File: src/rtl/core/fls_pkg.sv
package fls_pkg;

   localparam int unsigned FRAME_WIDTH   = 20;
   localparam int unsigned SAMPLES_WIDTH = 8;
   localparam int unsigned PERCENT_WIDTH = 7;
   localparam int unsigned SLEEP_WIDTH   = 10;
   localparam int unsigned DEFAULT_WIDTH = 16;
   localparam int unsigned STABLE_WIDTH  = 16;
   localparam int unsigned CSR_WIDTH     = 20;
   localparam int unsigned INDEX_WIDTH   = 3;
   localparam int unsigned PROD_WIDTH    = 15;

   localparam logic [INDEX_WIDTH-1:0] CSR_SAMPLES_PER_WINDOW = 3'd0;
   localparam logic [INDEX_WIDTH-1:0] CSR_FRAME_PERIOD_US    = 3'd1;
   localparam logic [INDEX_WIDTH-1:0] CSR_MAX_LAG_PERCENT    = 3'd2;
   localparam logic [INDEX_WIDTH-1:0] CSR_MAX_SLEEP_TIME     = 3'd3;
   localparam logic [INDEX_WIDTH-1:0] CSR_DEFAULT_DELAY      = 3'd4;

   localparam logic [SAMPLES_WIDTH-1:0] RST_SAMPLES_PER_WINDOW = 8'd60;
   localparam logic [FRAME_WIDTH-1:0]   RST_FRAME_PERIOD_US    = 20'd16667;
   localparam logic [PERCENT_WIDTH-1:0] RST_MAX_LAG_PERCENT    = 7'd5;
   localparam logic [SLEEP_WIDTH-1:0]   RST_MAX_SLEEP_TIME     = 10'd16;
   localparam logic [DEFAULT_WIDTH-1:0] RST_DEFAULT_DELAY      = 16'd10;

   localparam logic [SAMPLES_WIDTH-1:0] LAG_COUNT_MAX  = 8'hFF;
   localparam logic [STABLE_WIDTH-1:0]  STABLE_MAX     = 16'hFFFF;
   localparam logic [STABLE_WIDTH-1:0]  RECENT_LIMIT   = 16'd3;
   localparam logic [PROD_WIDTH-1:0]    PERCENT_SCALE  = 15'd100;

   typedef enum logic [1:0] {
      CHANGE_NONE = 2'd0,
      CHANGE_UP   = 2'd1,
      CHANGE_DOWN = 2'd2
   } change_type;

   typedef struct packed {
      logic                     done;
      logic [SAMPLES_WIDTH-1:0] lags;
      logic [SAMPLES_WIDTH-1:0] size;
   } win_type;

endpackage

File: src/rtl/core/fls_window.sv
module fls_window (
   input  logic                                 clock,
   input  logic                                 reset,
   input  logic                                 enable,
   input  logic [fls_pkg::FRAME_WIDTH-1:0]      frame_time_us,
   input  logic [fls_pkg::SAMPLES_WIDTH-1:0]    samples_per_window,
   input  logic [fls_pkg::FRAME_WIDTH-1:0]      frame_period_us,
   output fls_pkg::win_type                     win
);

   logic [fls_pkg::SAMPLES_WIDTH-1:0] position_ff, position_in;
   logic [fls_pkg::SAMPLES_WIDTH-1:0] lag_count_ff, lag_count_in;
   logic [fls_pkg::SAMPLES_WIDTH-1:0] lag_count_next;
   logic [fls_pkg::SAMPLES_WIDTH:0]   position_next;
   logic [fls_pkg::SAMPLES_WIDTH-1:0] size;
   logic [fls_pkg::FRAME_WIDTH+1:0]   frame_twice;
   logic [fls_pkg::FRAME_WIDTH+1:0]   period_thrice;
   logic                              lag;
   logic                              done;

   // lag when twice the frame time exceeds three periods
   assign frame_twice   = {1'b0, frame_time_us, 1'b0};
   assign period_thrice = {2'b00, frame_period_us} + {1'b0, frame_period_us, 1'b0};
   assign lag           = frame_twice > period_thrice;

   assign size           = (samples_per_window == '0) ? 8'd1 : samples_per_window;
   assign lag_count_next = (lag && lag_count_ff != fls_pkg::LAG_COUNT_MAX) ?
                           lag_count_ff + 8'd1 : lag_count_ff;
   assign position_next  = {1'b0, position_ff} + 9'd1;
   assign done           = position_next >= {1'b0, size};

   always_comb begin
      position_in  = position_ff;
      lag_count_in = lag_count_ff;
      if (enable) begin
         position_in  = done ? '0 : position_next[fls_pkg::SAMPLES_WIDTH-1:0];
         lag_count_in = done ? '0 : lag_count_next;
      end
   end

   always_ff @(posedge clock) begin
      if (reset) begin
         position_ff  <= '0;
         lag_count_ff <= '0;
      end else begin
         position_ff  <= position_in;
         lag_count_ff <= lag_count_in;
      end
   end

   always_comb begin
      win.done = done;
      win.lags = done ? lag_count_next : '0;
      win.size = size;
   end

endmodule

File: src/rtl/core/fls_sleep_ctrl.sv
module fls_sleep_ctrl #(
   parameter int unsigned DELAY_WIDTH = 16
) (
   input  logic                                 clock,
   input  logic                                 reset,
   input  logic                                 enable,
   input  fls_pkg::win_type                     win,
   input  logic [fls_pkg::PERCENT_WIDTH-1:0]    max_lag_percent,
   input  logic [fls_pkg::SLEEP_WIDTH-1:0]      max_sleep_time,
   input  logic [fls_pkg::DEFAULT_WIDTH-1:0]    default_increase_delay,
   output logic [fls_pkg::SLEEP_WIDTH-1:0]      sleep_time
);

   localparam int unsigned CW = (DELAY_WIDTH > fls_pkg::DEFAULT_WIDTH) ?
                                DELAY_WIDTH : fls_pkg::DEFAULT_WIDTH;

   logic                                 started_ff, started_in;
   logic [fls_pkg::SLEEP_WIDTH-1:0]      sleep_ff, sleep_in;
   logic [fls_pkg::STABLE_WIDTH-1:0]     stable_ff, stable_in;
   logic [DELAY_WIDTH-1:0]               delay_ff, delay_in;
   fls_pkg::change_type                  change_ff, change_in;

   logic [fls_pkg::SLEEP_WIDTH-1:0]      sleep_cur;
   logic [DELAY_WIDTH-1:0]               delay_cur;
   fls_pkg::change_type                  change_cur;
   logic [CW-1:0]                        default_ext;
   logic [CW-1:0]                        delay_max_ext;
   logic [CW-1:0]                        delay_cur_ext;
   logic [DELAY_WIDTH-1:0]               default_sat;
   logic [DELAY_WIDTH+1:0]               delay_trip;
   logic [DELAY_WIDTH-1:0]               delay_trip_sat;
   logic [fls_pkg::PROD_WIDTH-1:0]       lag_prod;
   logic [fls_pkg::PROD_WIDTH-1:0]       lag_limit;
   logic [fls_pkg::STABLE_WIDTH-1:0]     stable_inc;
   logic                                 stable;
   logic                                 recent_up;

   assign default_ext   = CW'(default_increase_delay);
   assign delay_max_ext = CW'({DELAY_WIDTH{1'b1}});
   assign default_sat   = (default_ext > delay_max_ext) ? {DELAY_WIDTH{1'b1}} :
                          default_ext[DELAY_WIDTH-1:0];

   // first beat loads half the maximum and the default delay
   assign sleep_cur  = started_ff ? sleep_ff : (max_sleep_time >> 1);
   assign delay_cur  = started_ff ? delay_ff : default_sat;
   assign change_cur = started_ff ? change_ff : fls_pkg::CHANGE_NONE;

   assign delay_cur_ext  = CW'(delay_cur);
   assign delay_trip     = {2'b00, delay_cur} + {1'b0, delay_cur, 1'b0};
   assign delay_trip_sat = (delay_trip[DELAY_WIDTH+1:DELAY_WIDTH] != 2'b00) ?
                           {DELAY_WIDTH{1'b1}} : delay_trip[DELAY_WIDTH-1:0];

   assign lag_prod  = fls_pkg::PROD_WIDTH'(win.lags) * fls_pkg::PERCENT_SCALE;
   assign lag_limit = fls_pkg::PROD_WIDTH'(max_lag_percent) *
                      fls_pkg::PROD_WIDTH'(win.size);
   assign stable    = lag_prod <= lag_limit;
   assign recent_up = (stable_ff <= fls_pkg::RECENT_LIMIT) &&
                      (change_cur == fls_pkg::CHANGE_UP);
   assign stable_inc = (stable_ff == fls_pkg::STABLE_MAX) ? stable_ff :
                       stable_ff + 16'd1;

   always_comb begin
      sleep_in  = sleep_cur;
      stable_in = stable_ff;
      delay_in  = delay_cur;
      change_in = change_cur;
      if (win.done) begin
         if (stable) begin
            if (CW'(stable_ff) < delay_cur_ext) begin
               stable_in = stable_inc;
               if (stable_inc <= fls_pkg::RECENT_LIMIT &&
                   change_cur == fls_pkg::CHANGE_UP) begin
                  delay_in = default_sat;
               end
            end else if (sleep_cur < max_sleep_time) begin
               stable_in = '0;
               sleep_in  = sleep_cur + 10'd1;
               change_in = fls_pkg::CHANGE_UP;
            end
         end else begin
            if (sleep_cur != '0) begin
               delay_in  = recent_up ? delay_trip_sat : default_sat;
               sleep_in  = sleep_cur - 10'd1;
               change_in = fls_pkg::CHANGE_DOWN;
            end
            stable_in = '0;
         end
      end
   end

   always_ff @(posedge clock) begin
      if (reset) begin
         started_ff <= 1'b0;
         sleep_ff   <= '0;
         stable_ff  <= '0;
         delay_ff   <= '0;
         change_ff  <= fls_pkg::CHANGE_NONE;
      end else if (enable) begin
         started_ff <= started_in;
         sleep_ff   <= sleep_in;
         stable_ff  <= stable_in;
         delay_ff   <= delay_in;
         change_ff  <= change_in;
      end
   end

   assign started_in = 1'b1;
   assign sleep_time = sleep_in;

endmodule

File: src/rtl/core/frame_lag_sleep_controller_unit.sv
// Frame lag sleep controller.
// req_ channel: one beat per measured frame time (req_frame_time_us).
// rsp_ channel: one beat per request, in order, carrying the sleep time after
// that frame, whether the frame closed a window, and the window's lag count.
// csr_ port: write-only; csr_wen with csr_index 0..4 selects samples per
// window, frame period, max lag percent, max sleep time, default delay.
// Write it only while no beat is in flight.
// A request is held in the input register and evaluated on its way into the
// result register. Throughput: one beat per cycle while rsp_stall is low, set
// by the combinational window and sleep update between those two registers.
// When rsp_stall is high with a result waiting, one more request is still
// taken into the input register; req_stall then rises until the result moves.
// Reset (synchronous) empties both registers, clears the window and sleep
// state and restores the register defaults; the first frame afterwards loads
// half the maximum sleep time and the default delay.
module frame_lag_sleep_controller_unit #(
   parameter int unsigned DELAY_WIDTH = 16
) (
   input  logic                                 clock,
   input  logic                                 reset,
   input  logic                                 req_valid,
   output logic                                 req_stall,
   input  logic [fls_pkg::FRAME_WIDTH-1:0]      req_frame_time_us,
   output logic                                 rsp_valid,
   input  logic                                 rsp_stall,
   output logic [fls_pkg::SLEEP_WIDTH-1:0]      rsp_sleep_time,
   output logic                                 rsp_window_done,
   output logic [fls_pkg::SAMPLES_WIDTH-1:0]    rsp_window_lags,
   input  logic                                 csr_wen,
   input  logic [fls_pkg::INDEX_WIDTH-1:0]      csr_index,
   input  logic [fls_pkg::CSR_WIDTH-1:0]        csr_wdata
);

   logic [fls_pkg::SAMPLES_WIDTH-1:0] samples_ff;
   logic [fls_pkg::FRAME_WIDTH-1:0]   period_ff;
   logic [fls_pkg::PERCENT_WIDTH-1:0] percent_ff;
   logic [fls_pkg::SLEEP_WIDTH-1:0]   max_sleep_ff;
   logic [fls_pkg::DEFAULT_WIDTH-1:0] default_delay_ff;

   logic                              in_valid_ff, in_valid_in;
   logic [fls_pkg::FRAME_WIDTH-1:0]   frame_ff;
   logic                              out_valid_ff, out_valid_in;
   logic [fls_pkg::SLEEP_WIDTH-1:0]   out_sleep_ff;
   logic                              out_done_ff;
   logic [fls_pkg::SAMPLES_WIDTH-1:0] out_lags_ff;

   logic                              advance;
   logic                              accept;
   fls_pkg::win_type                  win;
   logic [fls_pkg::SLEEP_WIDTH-1:0]   sleep_next;

   always_ff @(posedge clock) begin
      if (reset) begin
         samples_ff       <= fls_pkg::RST_SAMPLES_PER_WINDOW;
         period_ff        <= fls_pkg::RST_FRAME_PERIOD_US;
         percent_ff       <= fls_pkg::RST_MAX_LAG_PERCENT;
         max_sleep_ff     <= fls_pkg::RST_MAX_SLEEP_TIME;
         default_delay_ff <= fls_pkg::RST_DEFAULT_DELAY;
      end else if (csr_wen) begin
         unique case (csr_index)
            fls_pkg::CSR_SAMPLES_PER_WINDOW: begin
               samples_ff <= csr_wdata[fls_pkg::SAMPLES_WIDTH-1:0];
            end
            fls_pkg::CSR_FRAME_PERIOD_US: begin
               period_ff <= csr_wdata[fls_pkg::FRAME_WIDTH-1:0];
            end
            fls_pkg::CSR_MAX_LAG_PERCENT: begin
               percent_ff <= csr_wdata[fls_pkg::PERCENT_WIDTH-1:0];
            end
            fls_pkg::CSR_MAX_SLEEP_TIME: begin
               max_sleep_ff <= csr_wdata[fls_pkg::SLEEP_WIDTH-1:0];
            end
            fls_pkg::CSR_DEFAULT_DELAY: begin
               default_delay_ff <= csr_wdata[fls_pkg::DEFAULT_WIDTH-1:0];
            end
            default: begin
            end
         endcase
      end
   end

   assign advance   = in_valid_ff && (!out_valid_ff || !rsp_stall);
   assign req_stall = in_valid_ff && !advance;
   assign accept    = req_valid && !req_stall;

   always_comb begin
      in_valid_in = in_valid_ff;
      if (accept) begin
         in_valid_in = 1'b1;
      end else if (advance) begin
         in_valid_in = 1'b0;
      end
   end

   assign out_valid_in = advance || (out_valid_ff && rsp_stall);

   always_ff @(posedge clock) begin
      if (reset) begin
         in_valid_ff  <= 1'b0;
         out_valid_ff <= 1'b0;
      end else begin
         in_valid_ff  <= in_valid_in;
         out_valid_ff <= out_valid_in;
      end
   end

   always_ff @(posedge clock) begin
      if (accept) begin
         frame_ff <= req_frame_time_us;
      end
      if (advance) begin
         out_sleep_ff <= sleep_next;
         out_done_ff  <= win.done;
         out_lags_ff  <= win.lags;
      end
   end

   fls_window u_window (
      .clock              (clock),
      .reset              (reset),
      .enable             (advance),
      .frame_time_us      (frame_ff),
      .samples_per_window (samples_ff),
      .frame_period_us    (period_ff),
      .win                (win)
   );

   fls_sleep_ctrl #(
      .DELAY_WIDTH (DELAY_WIDTH)
   ) u_sleep_ctrl (
      .clock                  (clock),
      .reset                  (reset),
      .enable                 (advance),
      .win                    (win),
      .max_lag_percent        (percent_ff),
      .max_sleep_time         (max_sleep_ff),
      .default_increase_delay (default_delay_ff),
      .sleep_time             (sleep_next)
   );

   assign rsp_valid       = out_valid_ff;
   assign rsp_sleep_time  = out_sleep_ff;
   assign rsp_window_done = out_done_ff;
   assign rsp_window_lags = out_lags_ff;

   a_lags_only_on_close: assert property (@(posedge clock) disable iff (reset)
      (out_valid_ff && !out_done_ff) |-> (out_lags_ff == '0))
      else $error("lag count on a beat that closed no window");

   a_no_stall_when_free: assert property (@(posedge clock) disable iff (reset)
      (!out_valid_ff) |-> (!req_stall))
      else $error("request stalled with the result register empty");

   a_advance_fills_result: assert property (@(posedge clock) disable iff (reset)
      advance |=> out_valid_ff)
      else $error("evaluated beat lost on its way to the result register");

endmodule
File: config.mk
export PLATFORM = sky130hd
export DESIGN_NAME = frame_lag_sleep_controller_unit
export DESIGN_NICKNAME = d
export VERILOG_FILES = /design/src/rtl/core/fls_pkg.sv /design/src/rtl/core/fls_window.sv /design/src/rtl/core/fls_sleep_ctrl.sv /design/src/rtl/core/frame_lag_sleep_controller_unit.sv
export SDC_FILE = /design/constraint.sdc
export NUM_CORES = 1
export LEC_CHECK = 0
export ABC_AREA = 1
export BUFFER_PORTS_ARGS = -buffer_cell sky130_fd_sc_hd__clkbuf_2
export CORE_MARGIN = 2
export CORE_UTILIZATION = 25
export DETAILED_ROUTE_END_ITERATION = 12
export PLACE_DENSITY = 0.49
export SLEW_MARGIN = 10
export SYNTH_ARGS = -nofsm -noshare
export SYNTH_HDL_FRONTEND = slang
export SYNTH_SLANG_ARGS = --single-unit
File: constraint.sdc
create_clock -name clock -period 9.7 [get_ports clock]
set_clock_uncertainty 0.2 [all_clocks]
set_input_delay 0.485 -clock clock [delete_from_list [all_inputs] [get_ports clock]]
set_output_delay 0.485 -clock clock [all_outputs]
set_load 0.01 [all_outputs]
After elaboration in Yosys (flattened, before gate mapping):

Cells that the tools add are included.

* bits in registers: 163
* bits of input ports: 48
* output and inout port bits: 21
* logic and storage cells: 99

* $add $sub $neg: 7
* multipliers: 2
* magnitude comparators: 8
* eq/ne operators: 8
* muxes and demuxes: 32
* reductions and logical operators: 24

Operator list (number)
* two-way mux 16 bit: 13
* two-way mux 10 bit: 6
* two-way mux 8 bit: 5
* <= comparator 16 x 2 -> 1 bit (second input constant): 2
* adder 20 x 21 -> 22 bit: 1
* > comparator 21 x 22 -> 1 bit: 1
* adder 16 x 17 -> 18 bit: 1
* adder 16 x 1 -> 16 bit (second input constant): 1
* == test 16 bit (second input constant): 1
* > comparator 16 bit (second input constant): 1
* < comparator 16 bit: 1
* <= comparator 15 bit: 1
* multiplier 7 x 8 -> 15 bit: 1
* multiplier 8 x 5 -> 13 bit (second input constant): 1
* two-way mux 2 bit: 6
* adder 10 x 1 -> 10 bit (second input constant): 1
* < comparator 10 bit: 1
* AND reduction 2 bit: 5
* nonzero test 10 bit: 1
* subtractor 10 x 1 -> 10 bit (second input constant): 1
* adder 8 x 1 -> 9 bit (second input constant): 1
* >= comparator 9 x 8 -> 1 bit: 1
* adder 8 x 1 -> 8 bit (second input constant): 1
* zero test 8 bit: 1
* 13 further kinds: 26

Depth between registers and ports, before layout:

* word-level depth: 10
* depth in mapped cells: 60
* mapped depth without buffers: 59

Hierarchy:

A second synthesis with hierarchy kept.

* cell total of the unflattened synthesis: 2088
* area total of the unflattened synthesis: 14664.1 um2

Modules (own cells, without submodules)
* fls_sleep_ctrl: times used 1, cells an instance 1272, area each 8293.0 um2, sequential area each 900.9 um2
* frame_lag_sleep_controller_unit: times used 1, cells an instance 401, area each 3689.8 um2, sequential area each 2432.3 um2
* fls_window: times used 1, cells an instance 415, area each 2681.3 um2, sequential area each 320.3 um2

Worst setup path before layout:

No wires, ideal clock.

* kind: reg-to-reg
* start: register period_ff[2] (netlist name)
* end: register out_sleep_ff (netlist bit rsp_sleep_time[9]), data pin
* arrival: 7.881 ns
* path slack: 1.368 ns
* stages on the path, launching flop included: 58
* path buffers: 1
* period minus slack after synthesis: 8.332 ns
* path through: dfxtp_1 > ha_1 > a21oi_1 > nand2_1 > a21oi_1 > nor2_1 > nor2_1 > o21ai_0 > nand3_1 > nand2_1 > a21oi_1 > o21ai_0 > nand3_1 > nand2_1 > a21oi_1 > nor2_1 > nor2_1 > xor2_1 > (+22 left out) > nor2_1 > nor2_1 > xor2_1 > inv_1 > ha_1 > nand2_1 > nor2_1 > nand2_1 > or3_1 > nor2_1 > nand2_1 > nand2_2 > nand2_4 > buf_4 > nand2_1 > nand3_1 > nand2_1 > inv_1

RTL lines
* from (decl): line frame_lag_sleep_controller_unit.sv:35 `logic [fls_pkg::FRAME_WIDTH-1:0] period_ff;`
* from (signal assigned): line frame_lag_sleep_controller_unit.sv:55 `period_ff <= fls_pkg::RST_FRAME_PERIOD_US;`
* from (signal assigned): line frame_lag_sleep_controller_unit.sv:65 `period_ff <= csr_wdata[fls_pkg::FRAME_WIDTH-1:0];`
* to (signal assigned): line frame_lag_sleep_controller_unit.sv:112 `out_sleep_ff <= sleep_next;`
* to (decl): line frame_lag_sleep_controller_unit.sv:43 `logic [fls_pkg::SLEEP_WIDTH-1:0] out_sleep_ff;`

==> results.txt <==
Crit path top cell by count = nand2_1
area of the core = 0.0553 sq mm
fin cells = 2,802
Least-Margin Pin Slew = 1060 ps
PnR worst setup slack = 874 ps
Synth Instances = 1,992
status = finished clean
Worst Setup Path Type = reg2reg
Starting DRT DRC Count = 669
GR Overflow Total = 0
Root Buffer = clkbuf_16
DIE AREA = 0.0581 sq mm
DR vias = 12,827
number of synthesized flops with an enable pin = 39
Final min period = 8830 ps
initial core utilization = 0.254
FMAX = 113 MHz
synth cell count leaders = nand2_1 (414), inv_1 (286), nor2_1 (185), ha_1 (166), a21oi_1 (153)
initial antenna violation count = 0
Synth Cell Area = 0.0141 sq mm
Clock Path Buffers = 2
Final Slew Violations = 0
antenna cells = 0
Place WS = 244 ps
DRC Markers = 0
final instance area = 0.0159 sq mm
PD cells = 117 mW/mm^2
#FFs+latches synth = 163
CP Max Fanout = 18
Final Hold Viols = 0
nature of the critical path startpoint = register
largest net degree at the start of global routing = 64
cell with the most instances after synthesis = nand2_1
Hold WS = 76.0 ps
GR Util All Layers = 0.140
Primary FF master, synth = dfxtp_1
total power = 1.86 mW
Nets = 2,289
worst-skew pair later-pin latency = 470 ps
Port Buffers = 68
min-delay worst type = in2reg
Max-slew headroom = 0.287
multiplexer share of the synthesized area = 0
Synth Area in Adders = 0.196
biggest area consumer among synthesized cells = dfxtp_1
Num CTS Buffers = 17
RSZ-0062 raised after global routing = no
max cap viols = 0
RD Place Congestion = 0.837
dpl hpwl = 30.0 mm
crit-path max cell delay = 500 ps
via count of the first global-routing pass = 12,377
routed wire length = 39.9 mm
Mean Syn Cell Area = 7.06 sq um
Max IR drop VDD = 0.138 mV
htree depth = 4
post-synthesis simple-gate area fraction = 0.243
Synth top area share = 0.177
Synth area leaders = dfxtp_1 (18%), ha_1 (15%), nand2_1 (11%)
drt first pass iters = 5
Placement Cell Area = 0.0151 sq mm
ys async rst share = 0
routed len/inst = 14.2 um
DR vias/cell = 4.58
Area growth, synth to finish = 13.5%
Post-Synth XOR/XNOR Area = 0.0530
layout cell share with drive strength beyond 1 = 0.0794
CTS Sinks = 163
Synth Area in Compound Gates = 0.142
CTS tree = done
sequential share of the synthesized area = 0.260
Synth Warn # = 0
FILL cells = 6,146
largest family of logic cells by synthesized area = simple AND/OR/NAND/NOR gates
Reg clk slew, reported paths = 80 ps
post-route ant nets = 0
Slowest cell on crit path = fa_1
Final period util = 0.910
final core utilization = 0.288
Final TNS setup = 0 ps
Critical Path RT = 9860 ps
Syn Nets = 2,240
Final setup viols = 0
die width = 241 um
post-synth cell types = 51
# rows = 86
# IOs = 69
first-pass GRT wire length = 64.2 mm
Leakage = 7.67 nW
Die H = 241 um
Cells after DPL = 2,744
CP Data Arrival Time = 8980 ps
CP endpoint kind = register
[cell usage in the layout, fill, tap and decap left out, types with 5 or more instances in the layout]
| master | n |
|---|---|
| nand2_1 | 414 |
| inv_1 | 285 |
| nor2_1 | 179 |
| ha_1 | 166 |
| a21oi_1 | 152 |
| o21ai_0 | 139 |
| dfxtp_1 | 124 |
| nand3_1 | 102 |
| clkbuf_2 | 68 |
| xor2_1 | 58 |
| edfxtp_1 | 39 |
| fa_1 | 34 |
| nor3_1 | 28 |
| xnor2_1 | 27 |
| o21ai_1 | 25 |
| nand4_1 | 24 |
| o22ai_1 | 21 |
| dlygate4sd3_1 | 20 |
| buf_4 | 18 |
| clkbuf_16 | 17 |
| nor4_1 | 9 |
| nor2_2 | 8 |
| o211ai_1 | 8 |
| inv_2 | 7 |
| nand3b_1 | 6 |
| nand2_2 | 5 |
| a31oi_1 | 5 |
[critical path: cells and delay by family (launching register included)]
family | cells | cell delay [ps]
adder cells (fa/ha/maj) | 7 | 2310
AO/OA/AOI/OAI | 13 | 1680
XOR/XNOR | 3 | 550
AND/OR/NAND/NOR | 30 | 3170
flip-flops | 1 | 330
buffers and inverters | 6 | 460
[kinds of logic (layout without fill, tap and decap cells)]
kind of cell,Yosys count,count (layout)
AO/OA/AOI/OAI,374,374
flip-flops,163,163
XOR/XNOR,85,85
buffers and inverters,373,434
AND/OR/NAND/NOR,797,798
adder cells (fa/ha/maj),200,200
[sequential cells by signal, indices dropped and copies added (netlist names), 10 cells and up]
name,cells
u_sleep_ctrl.sleep_ff,10
rsp_sleep_time,10
period_ff,20
default_delay_ff,16
max_sleep_ff,10
frame_ff,20
u_sleep_ctrl.delay_ff,16
u_sleep_ctrl.stable_ff,16
[per-layer routing]
metal	GRT usage	wire [um]	vias up
met4	0.0397	754	0
met1	0.179	18700	5979
li1	-	-	6612
met5	0	0	-
met2	0.239	19100	201
met3	0.0247	1330	35
[final timing paths]
kind                                                start                        end  cells after the start  slack (ps)
worst max register to register               period_ff[2]   u_sleep_ctrl.sleep_ff[2]                     59         870
worst max-delay path                         period_ff[2]   u_sleep_ctrl.sleep_ff[2]                     59         870
worst min-delay path                            req_valid                in_valid_ff                      3          80
worst min register to register  u_sleep_ctrl.change_ff[0]  u_sleep_ctrl.change_ff[0]                      2         270
[repair_timing]
action,in CTS,in global routing
buffers inserted,0,5
hold buffers,19,1
endpoints found under the hold margin,19,1
endpoints found under the setup margin,0,54
gates resized for setup,0,14
[area by class of cell]
class,count,area (sq um),share of cell area
clock buffer,18,429,0.0269
clock inverter,14,124,0.00777
inverter,295,1110,0.0698
multi-input combinational,1457,9000,0.564
sequential,163,3650,0.229
tap,748,936,0.0587
timing repair buffer,107,696,0.0436
[report_power, final]
group	total [mW]	switching, mW	internal [mW]
sequential	0.742	0.0197	0.722
clock	0.662	0.326	0.336
combinational	0.462	0.291	0.171
No activity file was read; power rests on OpenSTA's default activity.
